`src/sv/sva_pkg.sv`:
```
// Shared types and constants for the synthesizer voice allocator.
`default_nettype none
package sva_pkg;

  localparam int unsigned DEF_VOICES = 8;
  localparam int unsigned KEY_W      = 14;
  localparam int unsigned STAMP_W    = 32;
  localparam int unsigned SEL_W      = 3;
  localparam int unsigned IDX_OUT_W  = 3;
  localparam int unsigned COUNT_W    = 4;

  localparam logic [STAMP_W-1:0] STAMP_NONE = '1;

  typedef enum logic [1:0] {
    OP_NOTE_ON    = 2'd0,
    OP_NOTE_OFF   = 2'd1,
    OP_ALL_OFF    = 2'd2,
    OP_VOICE_DONE = 2'd3
  } op_e;

  // One voice table entry. Whether the voice is busy at all is kept outside
  // the memory; rel tells release from playing for a busy voice.
  typedef struct packed {
    logic               rel;
    logic [KEY_W-1:0]   key;
    logic [STAMP_W-1:0] stamp;
  } voice_rec_t;

endpackage
`default_nettype wire

```
`src/sv/sva_voice_ram.sv`:
```
// Voice table memory: one write port, one registered read port.
`default_nettype none
module sva_voice_ram #(
  parameter int unsigned VOICES = sva_pkg::DEF_VOICES,
  parameter int unsigned IW     = 3
) (
  input  wire logic               clk_i,
  input  wire logic               we_i,
  input  wire logic [IW-1:0]      waddr_i,
  input  wire sva_pkg::voice_rec_t wdata_i,
  input  wire logic               re_i,
  input  wire logic [IW-1:0]      raddr_i,
  output sva_pkg::voice_rec_t     rdata_o
);
  import sva_pkg::*;

  voice_rec_t mem_q [VOICES];
  voice_rec_t rdata_q;

  always_ff @(posedge clk_i) begin
    if (we_i) begin
      mem_q[waddr_i] <= wdata_i;
    end
  end

  always_ff @(posedge clk_i) begin
    if (re_i) begin
      rdata_q <= mem_q[raddr_i];
    end
  end

  assign rdata_o = rdata_q;

endmodule
`default_nettype wire

```
`src/sv/sva_pick.sv`:
```
// Note-on voice selection, updated one table entry per cycle during a scan.
`default_nettype none
module sva_pick #(
  parameter int unsigned VOICES = sva_pkg::DEF_VOICES,
  parameter int unsigned IW     = 3
) (
  input  wire logic                     clk_i,
  input  wire logic                     rst_ni,
  input  wire logic                     clear_i,
  input  wire logic                     entry_vld_i,
  input  wire logic [IW-1:0]            entry_idx_i,
  input  wire logic                     entry_busy_i,
  input  wire sva_pkg::voice_rec_t      entry_i,
  input  wire logic [sva_pkg::KEY_W-1:0] key_i,
  output logic                          found_o,
  output logic [IW-1:0]                 idx_o
);
  import sva_pkg::*;

  logic               hit_vld_q, idle_vld_q, rel_vld_q, all_vld_q;
  logic [IW-1:0]      hit_idx_q, idle_idx_q, rel_idx_q, all_idx_q;
  logic [STAMP_W-1:0] rel_low_q, all_low_q;

  always_ff @(posedge clk_i or negedge rst_ni) begin
    if (!rst_ni) begin
      hit_vld_q  <= 1'b0;
      idle_vld_q <= 1'b0;
      rel_vld_q  <= 1'b0;
      all_vld_q  <= 1'b0;
      hit_idx_q  <= '0;
      idle_idx_q <= '0;
      rel_idx_q  <= '0;
      all_idx_q  <= '0;
      rel_low_q  <= STAMP_NONE;
      all_low_q  <= STAMP_NONE;
    end else if (clear_i) begin
      hit_vld_q  <= 1'b0;
      idle_vld_q <= 1'b0;
      rel_vld_q  <= 1'b0;
      all_vld_q  <= 1'b0;
      rel_low_q  <= STAMP_NONE;
      all_low_q  <= STAMP_NONE;
    end else if (entry_vld_i) begin
      if (entry_busy_i) begin
        if (!hit_vld_q && entry_i.key == key_i) begin
          hit_vld_q <= 1'b1;
          hit_idx_q <= entry_idx_i;
        end
        // Strict compares keep the lowest index on ties and never take an
        // all-ones stamp.
        if (entry_i.rel && entry_i.stamp < rel_low_q) begin
          rel_vld_q <= 1'b1;
          rel_idx_q <= entry_idx_i;
          rel_low_q <= entry_i.stamp;
        end
        if (entry_i.stamp < all_low_q) begin
          all_vld_q <= 1'b1;
          all_idx_q <= entry_idx_i;
          all_low_q <= entry_i.stamp;
        end
      end else if (!idle_vld_q) begin
        idle_vld_q <= 1'b1;
        idle_idx_q <= entry_idx_i;
      end
    end
  end

  always_comb begin
    found_o = 1'b1;
    if (hit_vld_q) begin
      idx_o = hit_idx_q;
    end else if (idle_vld_q) begin
      idx_o = idle_idx_q;
    end else if (rel_vld_q) begin
      idx_o = rel_idx_q;
    end else begin
      idx_o   = all_idx_q;
      found_o = all_vld_q;
    end
  end

endmodule
`default_nettype wire

```
`src/sv/synth_voice_allocator.sv`:
```
// Top level of the synthesizer voice allocator: sequencer, busy flags and counters.
`default_nettype none
// Usage:
//   An event (op_i, note_key_i, voice_sel_i) is taken at a rising edge with
//   start_i high and busy_o low. Each event gives exactly one result
//   transfer: voice_index_o, granted_o and active_count_o are valid for the
//   single cycle in which result_valid_o is high.
//   Note on, note off and all notes off walk the voice table in memory one
//   entry per cycle: reads for voices 0 to VOICES-1, then the read data of
//   the last voice, then the commit. busy_o drops in the same cycle in which
//   the result appears, and the next event can be taken at the edge that
//   ends that cycle. A voice-done event needs no walk: it goes straight to
//   the commit.
//   Writes back to the table during a walk always land on an entry already
//   read, so no forwarding is needed.
//   Reset marks every voice idle and clears the stamp counter and the busy
//   count; the table memory itself is not cleared, since a voice is only
//   looked at through its busy flag. The receiver cannot stall: a result
//   is shown once and is gone the next cycle, and a new event can be taken
//   in the cycle the result is shown.
module synth_voice_allocator #(
  parameter int unsigned VOICES = sva_pkg::DEF_VOICES
) (
  input  wire logic                          clk_i,
  input  wire logic                          rst_ni,
  input  wire logic                          start_i,
  output logic                               busy_o,
  input  wire logic [1:0]                    op_i,
  input  wire logic [sva_pkg::KEY_W-1:0]     note_key_i,
  input  wire logic [sva_pkg::SEL_W-1:0]     voice_sel_i,
  output logic                               result_valid_o,
  output logic [sva_pkg::IDX_OUT_W-1:0]      voice_index_o,
  output logic                               granted_o,
  output logic [sva_pkg::COUNT_W-1:0]        active_count_o
);
  import sva_pkg::*;

  localparam int unsigned IW = (VOICES > 1) ? $clog2(VOICES) : 1;
  localparam int unsigned CW = $clog2(VOICES + 1);
  localparam logic [IW-1:0] LAST_IDX = IW'(VOICES - 1);

  typedef enum logic [1:0] {
    ST_IDLE,
    ST_SCAN,
    ST_FINISH
  } state_e;

  state_e               state_q;
  op_e                  op_q;
  logic [KEY_W-1:0]     key_q;
  logic [SEL_W-1:0]     sel_q;
  logic [IW-1:0]        addr_q;
  logic                 issue_q;
  logic                 dv_q;
  logic [IW-1:0]        didx_q;
  logic [VOICES-1:0]    busy_q, busy_d;
  logic [CW-1:0]        count_q, count_d;
  logic [STAMP_W-1:0]   ctr_q, ctr_d;
  logic                 res_vld_q;
  logic [IDX_OUT_W-1:0] res_idx_q;
  logic                 res_grant_q;
  logic [COUNT_W-1:0]   res_count_q;

  logic                 rd_en;
  voice_rec_t           rdata;
  logic                 we;
  logic [IW-1:0]        waddr;
  voice_rec_t           wdata;
  logic                 pick_found;
  logic [IW-1:0]        pick_idx;
  logic                 grant;
  logic [IW-1:0]        gidx;
  logic [IW+SEL_W-1:0]  sel_ext;
  logic [IW-1:0]        sel_idx;
  logic                 sel_ok;
  logic [IW+IDX_OUT_W-1:0] gidx_ext;
  logic [CW+COUNT_W-1:0] count_ext;
  logic [COUNT_W-1:0]   count_sat;

  assign rd_en   = (state_q == ST_SCAN) && issue_q;
  assign sel_ext = {{IW{1'b0}}, sel_q};
  assign sel_idx = sel_ext[IW-1:0];
  assign sel_ok  = (int'(sel_q) < int'(VOICES));

  sva_voice_ram #(
    .VOICES (VOICES),
    .IW     (IW)
  ) u_ram (
    .clk_i   (clk_i),
    .we_i    (we),
    .waddr_i (waddr),
    .wdata_i (wdata),
    .re_i    (rd_en),
    .raddr_i (addr_q),
    .rdata_o (rdata)
  );

  sva_pick #(
    .VOICES (VOICES),
    .IW     (IW)
  ) u_pick (
    .clk_i        (clk_i),
    .rst_ni       (rst_ni),
    .clear_i      ((state_q == ST_IDLE) && start_i),
    .entry_vld_i  (dv_q && (op_q == OP_NOTE_ON)),
    .entry_idx_i  (didx_q),
    .entry_busy_i (busy_q[didx_q]),
    .entry_i      (rdata),
    .key_i        (key_q),
    .found_o      (pick_found),
    .idx_o        (pick_idx)
  );

  // Commit of the event and the table write port.
  always_comb begin
    busy_d  = busy_q;
    count_d = count_q;
    ctr_d   = ctr_q;
    grant   = 1'b0;
    gidx    = '0;
    we      = 1'b0;
    waddr   = didx_q;
    wdata   = rdata;
    case (state_q)
      ST_SCAN: begin
        // Note off releases matching playing voices; all off releases all.
        if (dv_q && busy_q[didx_q] && !rdata.rel) begin
          if ((op_q == OP_ALL_OFF) ||
              ((op_q == OP_NOTE_OFF) && (rdata.key == key_q))) begin
            we        = 1'b1;
            wdata.rel = 1'b1;
          end
        end
      end
      ST_FINISH: begin
        case (op_q)
          OP_NOTE_ON: begin
            if (pick_found) begin
              grant = 1'b1;
              gidx  = pick_idx;
              if (!busy_q[pick_idx]) begin
                count_d = count_q + CW'(1);
              end
              busy_d[pick_idx] = 1'b1;
              ctr_d       = ctr_q + STAMP_W'(1);
              we          = 1'b1;
              waddr       = pick_idx;
              wdata.rel   = 1'b0;
              wdata.key   = key_q;
              wdata.stamp = ctr_q;
            end
          end
          OP_VOICE_DONE: begin
            if (sel_ok && busy_q[sel_idx]) begin
              busy_d[sel_idx] = 1'b0;
              count_d = count_q - CW'(1);
            end
          end
          default: begin
          end
        endcase
      end
      default: begin
      end
    endcase
  end

  assign gidx_ext  = {{IDX_OUT_W{1'b0}}, gidx};
  assign count_ext = {{COUNT_W{1'b0}}, count_d};
  assign count_sat = (count_ext > (CW + COUNT_W)'(15)) ? '1 : count_ext[COUNT_W-1:0];

  always_ff @(posedge clk_i or negedge rst_ni) begin
    if (!rst_ni) begin
      state_q     <= ST_IDLE;
      op_q        <= OP_NOTE_ON;
      key_q       <= '0;
      sel_q       <= '0;
      addr_q      <= '0;
      issue_q     <= 1'b0;
      dv_q        <= 1'b0;
      didx_q      <= '0;
      busy_q      <= '0;
      count_q     <= '0;
      ctr_q       <= '0;
      res_vld_q   <= 1'b0;
      res_idx_q   <= '0;
      res_grant_q <= 1'b0;
      res_count_q <= '0;
    end else begin
      res_vld_q <= 1'b0;
      dv_q      <= rd_en;
      didx_q    <= addr_q;
      case (state_q)
        ST_IDLE: begin
          if (start_i) begin
            op_q   <= op_e'(op_i);
            key_q  <= note_key_i;
            sel_q  <= voice_sel_i;
            addr_q <= '0;
            if (op_e'(op_i) == OP_VOICE_DONE) begin
              state_q <= ST_FINISH;
            end else begin
              issue_q <= 1'b1;
              state_q <= ST_SCAN;
            end
          end
        end
        ST_SCAN: begin
          if (issue_q) begin
            if (addr_q == LAST_IDX) begin
              issue_q <= 1'b0;
            end else begin
              addr_q <= addr_q + IW'(1);
            end
          end
          if (dv_q && (didx_q == LAST_IDX)) begin
            state_q <= ST_FINISH;
          end
        end
        ST_FINISH: begin
          busy_q      <= busy_d;
          count_q     <= count_d;
          ctr_q       <= ctr_d;
          res_vld_q   <= 1'b1;
          res_idx_q   <= gidx_ext[IDX_OUT_W-1:0];
          res_grant_q <= grant;
          res_count_q <= count_sat;
          state_q     <= ST_IDLE;
        end
        default: begin
          state_q <= ST_IDLE;
        end
      endcase
    end
  end

  assign busy_o         = (state_q != ST_IDLE);
  assign result_valid_o = res_vld_q;
  assign voice_index_o  = res_idx_q;
  assign granted_o      = res_grant_q;
  assign active_count_o = res_count_q;

endmodule
`default_nettype wire

```
`config.mk`:
```
export PLATFORM = sky130hd
export DESIGN_NAME = synth_voice_allocator
export DESIGN_NICKNAME = d
export VERILOG_FILES = /design/src/sv/sva_pkg.sv /design/src/sv/sva_voice_ram.sv /design/src/sv/sva_pick.sv /design/src/sv/synth_voice_allocator.sv
export SDC_FILE = /design/constraint.sdc
export NUM_CORES = 1
export LEC_CHECK = 0
export BUFFER_PORTS_ARGS = -buffer_cell sky130_fd_sc_hd__buf_2
export CORE_ASPECT_RATIO = 1.1
export CORE_MARGIN = 1
export CORE_UTILIZATION = 35
export CTS_BUF_LIST = sky130_fd_sc_hd__clkbuf_4 sky130_fd_sc_hd__clkbuf_8
export DETAILED_ROUTE_END_ITERATION = 6
export GPL_ROUTABILITY_DRIVEN = 0
export GPL_TIMING_DRIVEN = 0
export PLACE_DENSITY = 0.54
export REMOVE_ABC_BUFFERS = 1
export SETUP_SLACK_MARGIN = 0.02
export SLEW_MARGIN = 10
export SYNTH_ARGS = -nofsm -noshare
export SYNTH_HDL_FRONTEND = slang
export SYNTH_SLANG_ARGS = --single-unit
export TNS_END_PERCENT = 30
```
`constraint.sdc`:
```
create_clock -name clk_i -period 10.15 [get_ports clk_i]
set_input_delay 0.5075 -clock clk_i [delete_from_list [all_inputs] [get_ports clk_i]]
set_output_delay 0.5075 -clock clk_i [all_outputs]
set_load 0.01 [all_outputs]
```
* Word level (Yosys, flattened, before mapping)
Memory sizes are Yosys's and may differ from the RTL's. A register that Yosys moved wholly into a read port is not among the register bits.
Index checks and enable logic that the tools add are counted.
** Word-level totals
- Register bits after elaboration :: 162
- Bits in writable memories :: 376
- Input port bits :: 22
- Output and inout port bits :: 10
- Memories :: 1
** Memories
- u_ram.mem_q :: words 8, width 47, rd ports 1, clocked after memory_dff 1, write ports 1, line sva_voice_ram.sv:17 : voice_rec_t mem_q [VOICES];
** Operators by class
- Add/sub/neg operators :: 4
- $lt $le $gt $ge :: 8
- Equal/unequal tests :: 17
- Mux-type cells :: 80
- Bitwise operators :: 6
- Reduce and logical (&&, ||, !) cells :: 38
** Operators with widths (count)
- $mux 32 :: 8
- $mux 47 :: 2
- $lt 32x32->1 :: 2
- $mux 46 :: 1
- $mux 1 :: 36
- $mux 3 :: 11
- $add 32x1->32 const B :: 1
- $reduce_and 4->1 :: 6
- $mux 4 :: 5
- $mux 8 :: 2
- $pmux 8 s2 :: 1
- $reduce_bool 2->1 :: 8
- $reduce_and 3->1 :: 5
- $eq 14x14->1 :: 1
- $lt 3x4->1 const B :: 3
- $ne 2x2->1 const B :: 6
- $logic_and 1x1->1 :: 11
- $bmux 1 s3 :: 3
- $and 8x8->8 :: 1
- $eq 2x2->1 const B :: 4
- $not 8->8 :: 1
- $or 8x8->8 :: 1
- $pmux 4 s2 :: 1
- $demux 1 s3 :: 2
- 17 further kinds :: 31

* Depth between registers and ports, before layout
- Depth after elaboration :: 11
- Mapped depth :: 10
- Mapped depth without buffers :: 9

* By module
A second synthesis with hierarchy kept.
** Unflattened totals
- Cells, all modules :: 1685
- Area total of the unflattened synthesis :: 25498.2 um^2
** Modules (own cells, without submodules)
- sva_voice_ram :: instances 1, cells an instance 603, area each 15569.9 um^2, seq. area each 12702.2 um^2
- sva_pick :: instances 1, cells an instance 539, area each 5256.3 um^2, seq. area each 2082.0 um^2
- synth_voice_allocator :: instances 1, cells an instance 543, area each 4672.0 um^2, seq. area each 1951.9 um^2

* Least setup slack after synthesis
OpenSTA, ideal clock, no wires.
- Path type :: flip-flop to flip-flop
- From :: register u_pick.rel_vld_q
- To :: memory u_ram.mem_q[1][0] (netlist name), enable pin
- Data arrival time :: 3.790 ns
- Path slack :: 5.908 ns
- Stages on the path, launching flop included :: 8
- Buffers on the path :: 3
- Clock period less this slack :: 4.242 ns
- Cells stage by stage :: dfrtp_1 buf_6 or4_1 and3_1 clkbuf_1 clkbuf_1 o31a_1 nor2_1
** Between the ends
- Cells in the longest elaborated chain, start to end :: 8
** RTL lines
- start, declared :: line sva_pick.sv:20 : logic hit_vld_q, idle_vld_q, rel_vld_q, all_vld_q;
- start signal, assigned :: line sva_pick.sv:28 : rel_vld_q <= 1'b0;
- start signal, assigned :: line sva_pick.sv:39 : rel_vld_q <= 1'b0;
- start signal, assigned :: line sva_pick.sv:52 : rel_vld_q <= 1'b1;
- $mux 1 :: line sva_pick.sv:74 : end else if (rel_vld_q) begin
- $mux 1 :: line sva_pick.sv:72 : end else if (idle_vld_q) begin
- $mux 1 :: line sva_pick.sv:70 : if (hit_vld_q) begin
- $mux 1 :: line synth_voice_allocator.sv:138 : if (pick_found) begin
- $mux 1 :: line synth_voice_allocator.sv:136 : case (op_q)
- $pmux 1 s2 :: line synth_voice_allocator.sv:124 : case (state_q)
- $mux 1 :: line sva_voice_ram.sv:21 : if (we_i) begin
- $mux 1 (not written as such) :: line sva_voice_ram.sv:22 : mem_q[waddr_i] <= wdata_i;
- end, declared :: line sva_voice_ram.sv:17
Parallel ways exist; a longest one is shown, timed or not.

* Worst setup path after layout
- From :: register key_q[0]
- To :: memory u_ram.mem_q[1][11] (netlist name), enable pin
** Between the ends
- Cells in the longest elaborated chain, start to end :: 8
** RTL lines
- start, declared :: line synth_voice_allocator.sv:50 : logic [KEY_W-1:0] key_q;
- start signal, assigned :: line synth_voice_allocator.sv:197 : key_q <= note_key_i;
- $eq 14x14->1 :: line synth_voice_allocator.sv:129 : ((op_q == OP_NOTE_OFF) && (rdata.key == key_q))) begin
- $logic_and 1x1->1 :: line synth_voice_allocator.sv:129
- $logic_or 1x1->1 :: line synth_voice_allocator.sv:128 : if ((op_q == OP_ALL_OFF) ||
- $mux 1 :: line synth_voice_allocator.sv:128
- $mux 1 :: line synth_voice_allocator.sv:127 : if (dv_q && busy_q[didx_q] && !rdata.rel) begin
- $pmux 1 s2 :: line synth_voice_allocator.sv:124
- $mux 1 :: line sva_voice_ram.sv:21
- $mux 1 (not written as such) :: line sva_voice_ram.sv:22
Every way passes these cells.

==> flow_summary.json <==
{
  "run_status": "completed",
  "crit_path_max_fanout": 19,
  "cts_root_buffer": "clkbuf_8",
  "port_buffers": 31,
  "synth_top_family_by_area": "multiplexers",
  "multi_input_area_um2": 8120,
  "max_freq_ghz": 0.242,
  "setup_violations": 0,
  "synthTopCellsByArea": "edfxtp_1, dfrtp_1, mux4_2",
  "synth_compound_area_share_pct": 6.42,
  "grt_max_degree": 88,
  "period_share_pct": 40.7,
  "relSlewSlack_pct": 17.4,
  "vias_per_cell": 5.22,
  "cp-start-kind": "flop",
  "dieArea_um2": 73700,
  "yosys.area_share.xor_xnor_pct": 1.55,
  "ys_types": 75,
  "avgSynthCellArea_um2": 14.9,
  "wire_per_inst_um": 20.7,
  "final.setup.worst_slack_ns": 6.02,
  "pwr-share-seq_pct": 47.4,
  "route.detailed.drc": 0,
  "cp-end-kind": "flop",
  "synth-seq-cells": 581,
  "placeableCoreArea_um2": 71800,
  "clockBufferDepth": 3,
  "cts.repair.resized": 0,
  "rows": 103,
  "io_pins": 32,
  "crit_required_ns": 10.53,
  "die_x_um": 259,
  "yosys.area.top_type": "edfxtp_1",
  "synthAdderAreaFrac_pct": 3.64,
  "ir_drop_mv": 0.122,
  "place_ws_ns": 5.97,
  "synthSimpleGateAreaFrac_pct": 8.11,
  "drtPass1Iterations": 7,
  "power_density_nw_per_um2": 235,
  "area_delta_synth_final_pct": 16.2,
  "syn-cell-area_um2": 25400,
  "worst_slew_pin_slew_ns": 1.24,
  "nFillCells": 6484,
  "post-route-min-period_ns": 4.13,
  "synth.mux.area_fraction_pct": 11.7,
  "post_cts_buffers": 0,
  "gr-total-overflow": 0,
  "ant_nets": 0,
  "initial_utilization_pct": 35.4,
  "path_class": "reg2reg",
  "maxCapViolations": 0,
  "clkTransAtPathRegs_ns": 0.07,
  "ff_latch_area_um2": 16700,
  "cts_tree": "yes",
  "skew_ns": 0.0315,
  "fin_setup_tns_ns": 0,
  "slew_violations": 0,
  "yosys_warnings": 0,
  "antenna_found_initial": 1,
  "p_int_mw": 4.82,
  "detailed_place_hpwl_um": 36500,
  "track_usage_pct": 16.3,
  "synth_edf_count": 423,
  "finalPower_mw": 6.93,
  "finalNonFillerCells": 2816,
  "grt_pass1_wl_um": 91400,
  "pwr-share-clk_pct": 30.0,
  "synth_top_area_share_pct": 50.0,
  "final_area_um2": 29500,
  "ys_seq_area_share_pct": 65.8,
  "drt-initial-drc-count": 972,
  "drt-total-wl_um": 58300,
  "place_area_um2": 27400,
  "grt_pass1_vias": 15400,
  "rsz0062_at_grt": "no",
  "p_leak_nw": 10.9,
  "nets": 1887,
  "p_sw_share_pct": 30.4,
  "dp_cells": 2628,
  "vias": 14700,
  "power.switching_mw": 2.11,
  "async_reset_ff_share_pct": 27.2,
  "clock_latency_ns": 0.69,
  "postSynthCellCount": 1701,
  "hold_viol": 0,
  "p_comb_share_pct": 22.6,
  "h-tree-depth": 3,
  "arrival_ns": 4.50,
  "cts_hold_buf": 16,
  "min_path_type": "in2reg",
  "cts_buffers": 90,
  "layout-drive-gt1-share_pct": 25.7,
  "ys.flop_type": "edfxtp_1",
  "die_h_um": 285,
  "cts_sinks": 581
}
[synth_stat cells (4+ instances only)]
master	number
xnor2_1	36
o22ai_1	5
a211o_1	4
a21oi_1	33
nand4_1	23
o21a_1	4
buf_1	6
a211oi_1	7
o21ai_0	29
inv_1	85
edfxtp_1	423
a21o_1	12
nand2b_1	8
nor3_1	13
mux2_2	58
nand2_1	238
dfrtp_1	94
nand3_1	18
ha_1	74
dfstp_2	64
and2_1	6
buf_2	14
mux4_2	96
mux2i_1	11
a31oi_1	9
clkbuf_1	62
o211ai_1	98
nor2_1	41
xor2_1	9
and3_1	10
buf_4	4
nand3b_1	33
nor2b_1	7
[final cells by class]
type	instances	share of cell area, %
antenna	2	0.0169
clock buffer	135	5.59
clock inverter	35	1.00
inverter	85	1.08
multi-input combinational	947	27.5
sequential	581	56.7
tap	945	4.00
timing repair buffer	86	4.09
[critical path, stage by stage, from the launching register on]
cell and delay [ns]:
dfrtp_1 0.41, xnor2_1 0.20, nand4_1 0.20, nor4_1 0.95, a21oi_1 0.18, nor3_1 0.31, a32oi_1 0.31, nor2_4 0.77
buf_16 0.25, buf_12 0.20
[sequential cells by signal, summed over array words and instances (netlist names), 2 cells and up, named ones only]
signal             flops
addr_q                 3
u_pick.hit_idx_q       3
u_ram.mem_q          376
sel_idx                3
busy_q                 8
state_q                2
op_q                   2
u_pick.rel_low_q      32
u_pick.all_idx_q       3
u_pick.idle_idx_q      3
didx_q                 3
key_q                 14
voice_index_o          3
u_pick.all_low_q      32
u_ram.rdata_o         47
u_pick.rel_idx_q       3
ctr_q                 32
[power groups by stage]
stage               logic (mW)  registers, mW  clock network, mW
global route              1.74           3.32               2.24
detailed placement        1.57           3.33                  0
finish                    1.57           3.28               2.08
floorplan                 1.07           3.28                  0
global placement          1.44           3.42                  0
CTS                       1.58           3.28               2.14
[cells in the final DEF (no fill, tap or decap), drive strengths merged, types with 64 or more instances in the layout]
cell type / n
edfxtp: 423
nand2: 238
ha: 74
dfstp: 64
o211ai: 99
dfrtp: 94
buf: 70
clkbuf: 135
inv: 89
mux4: 96
[metrics by stage]
step	hold slack [ns]	util [%]
after detailed placement	0.463	38.2
after global routing	0.0402	41.1
after CTS	0.00422	41.1
after global placement	0.466	36.8
after floorplan	0.212	-
final	0.0670	41.1
[cell families after synthesis]
kind of cell / Yosys count
AO/OA/AOI/OAI: 231
flip-flops: 581
AND/OR/NAND/NOR: 428
buffers and inverters: 173
multiplexers: 169
XOR/XNOR: 45
adder cells (fa/ha/maj): 74
[final timing paths]
check / startpoint / to / slack, ns / cells past startpoint
setup reg to reg: key_q[0] / u_ram.mem_q[1][11] / 6.02 / 9
max in group asynchronous: rst_ni / u_pick.rel_low_q[9] / 8.79 / 3
hold reg to reg: ctr_q[31] / ctr_q[31] / 0.48 / 1
setup / recovery: key_q[0] / u_ram.mem_q[1][11] / 6.02 / 9
min in group asynchronous: rst_ni / sel_idx[0] / 0.44 / 2
hold / removal: note_key_i[0] / key_q[0] / 0.07 / 3
[layer usage]
metal | global-route usage, % | part of all wire, % | vias to the layer above
met5 | 0 | 0 | -
met1 | 20.7 | 43 | 7651
met2 | 27.7 | 51 | 299
met4 | 6.76 | 2.9 | 0
met3 | 2.28 | 3.5 | 98
li1 | - | - | 6647
(Power assumes the default switching activity.)
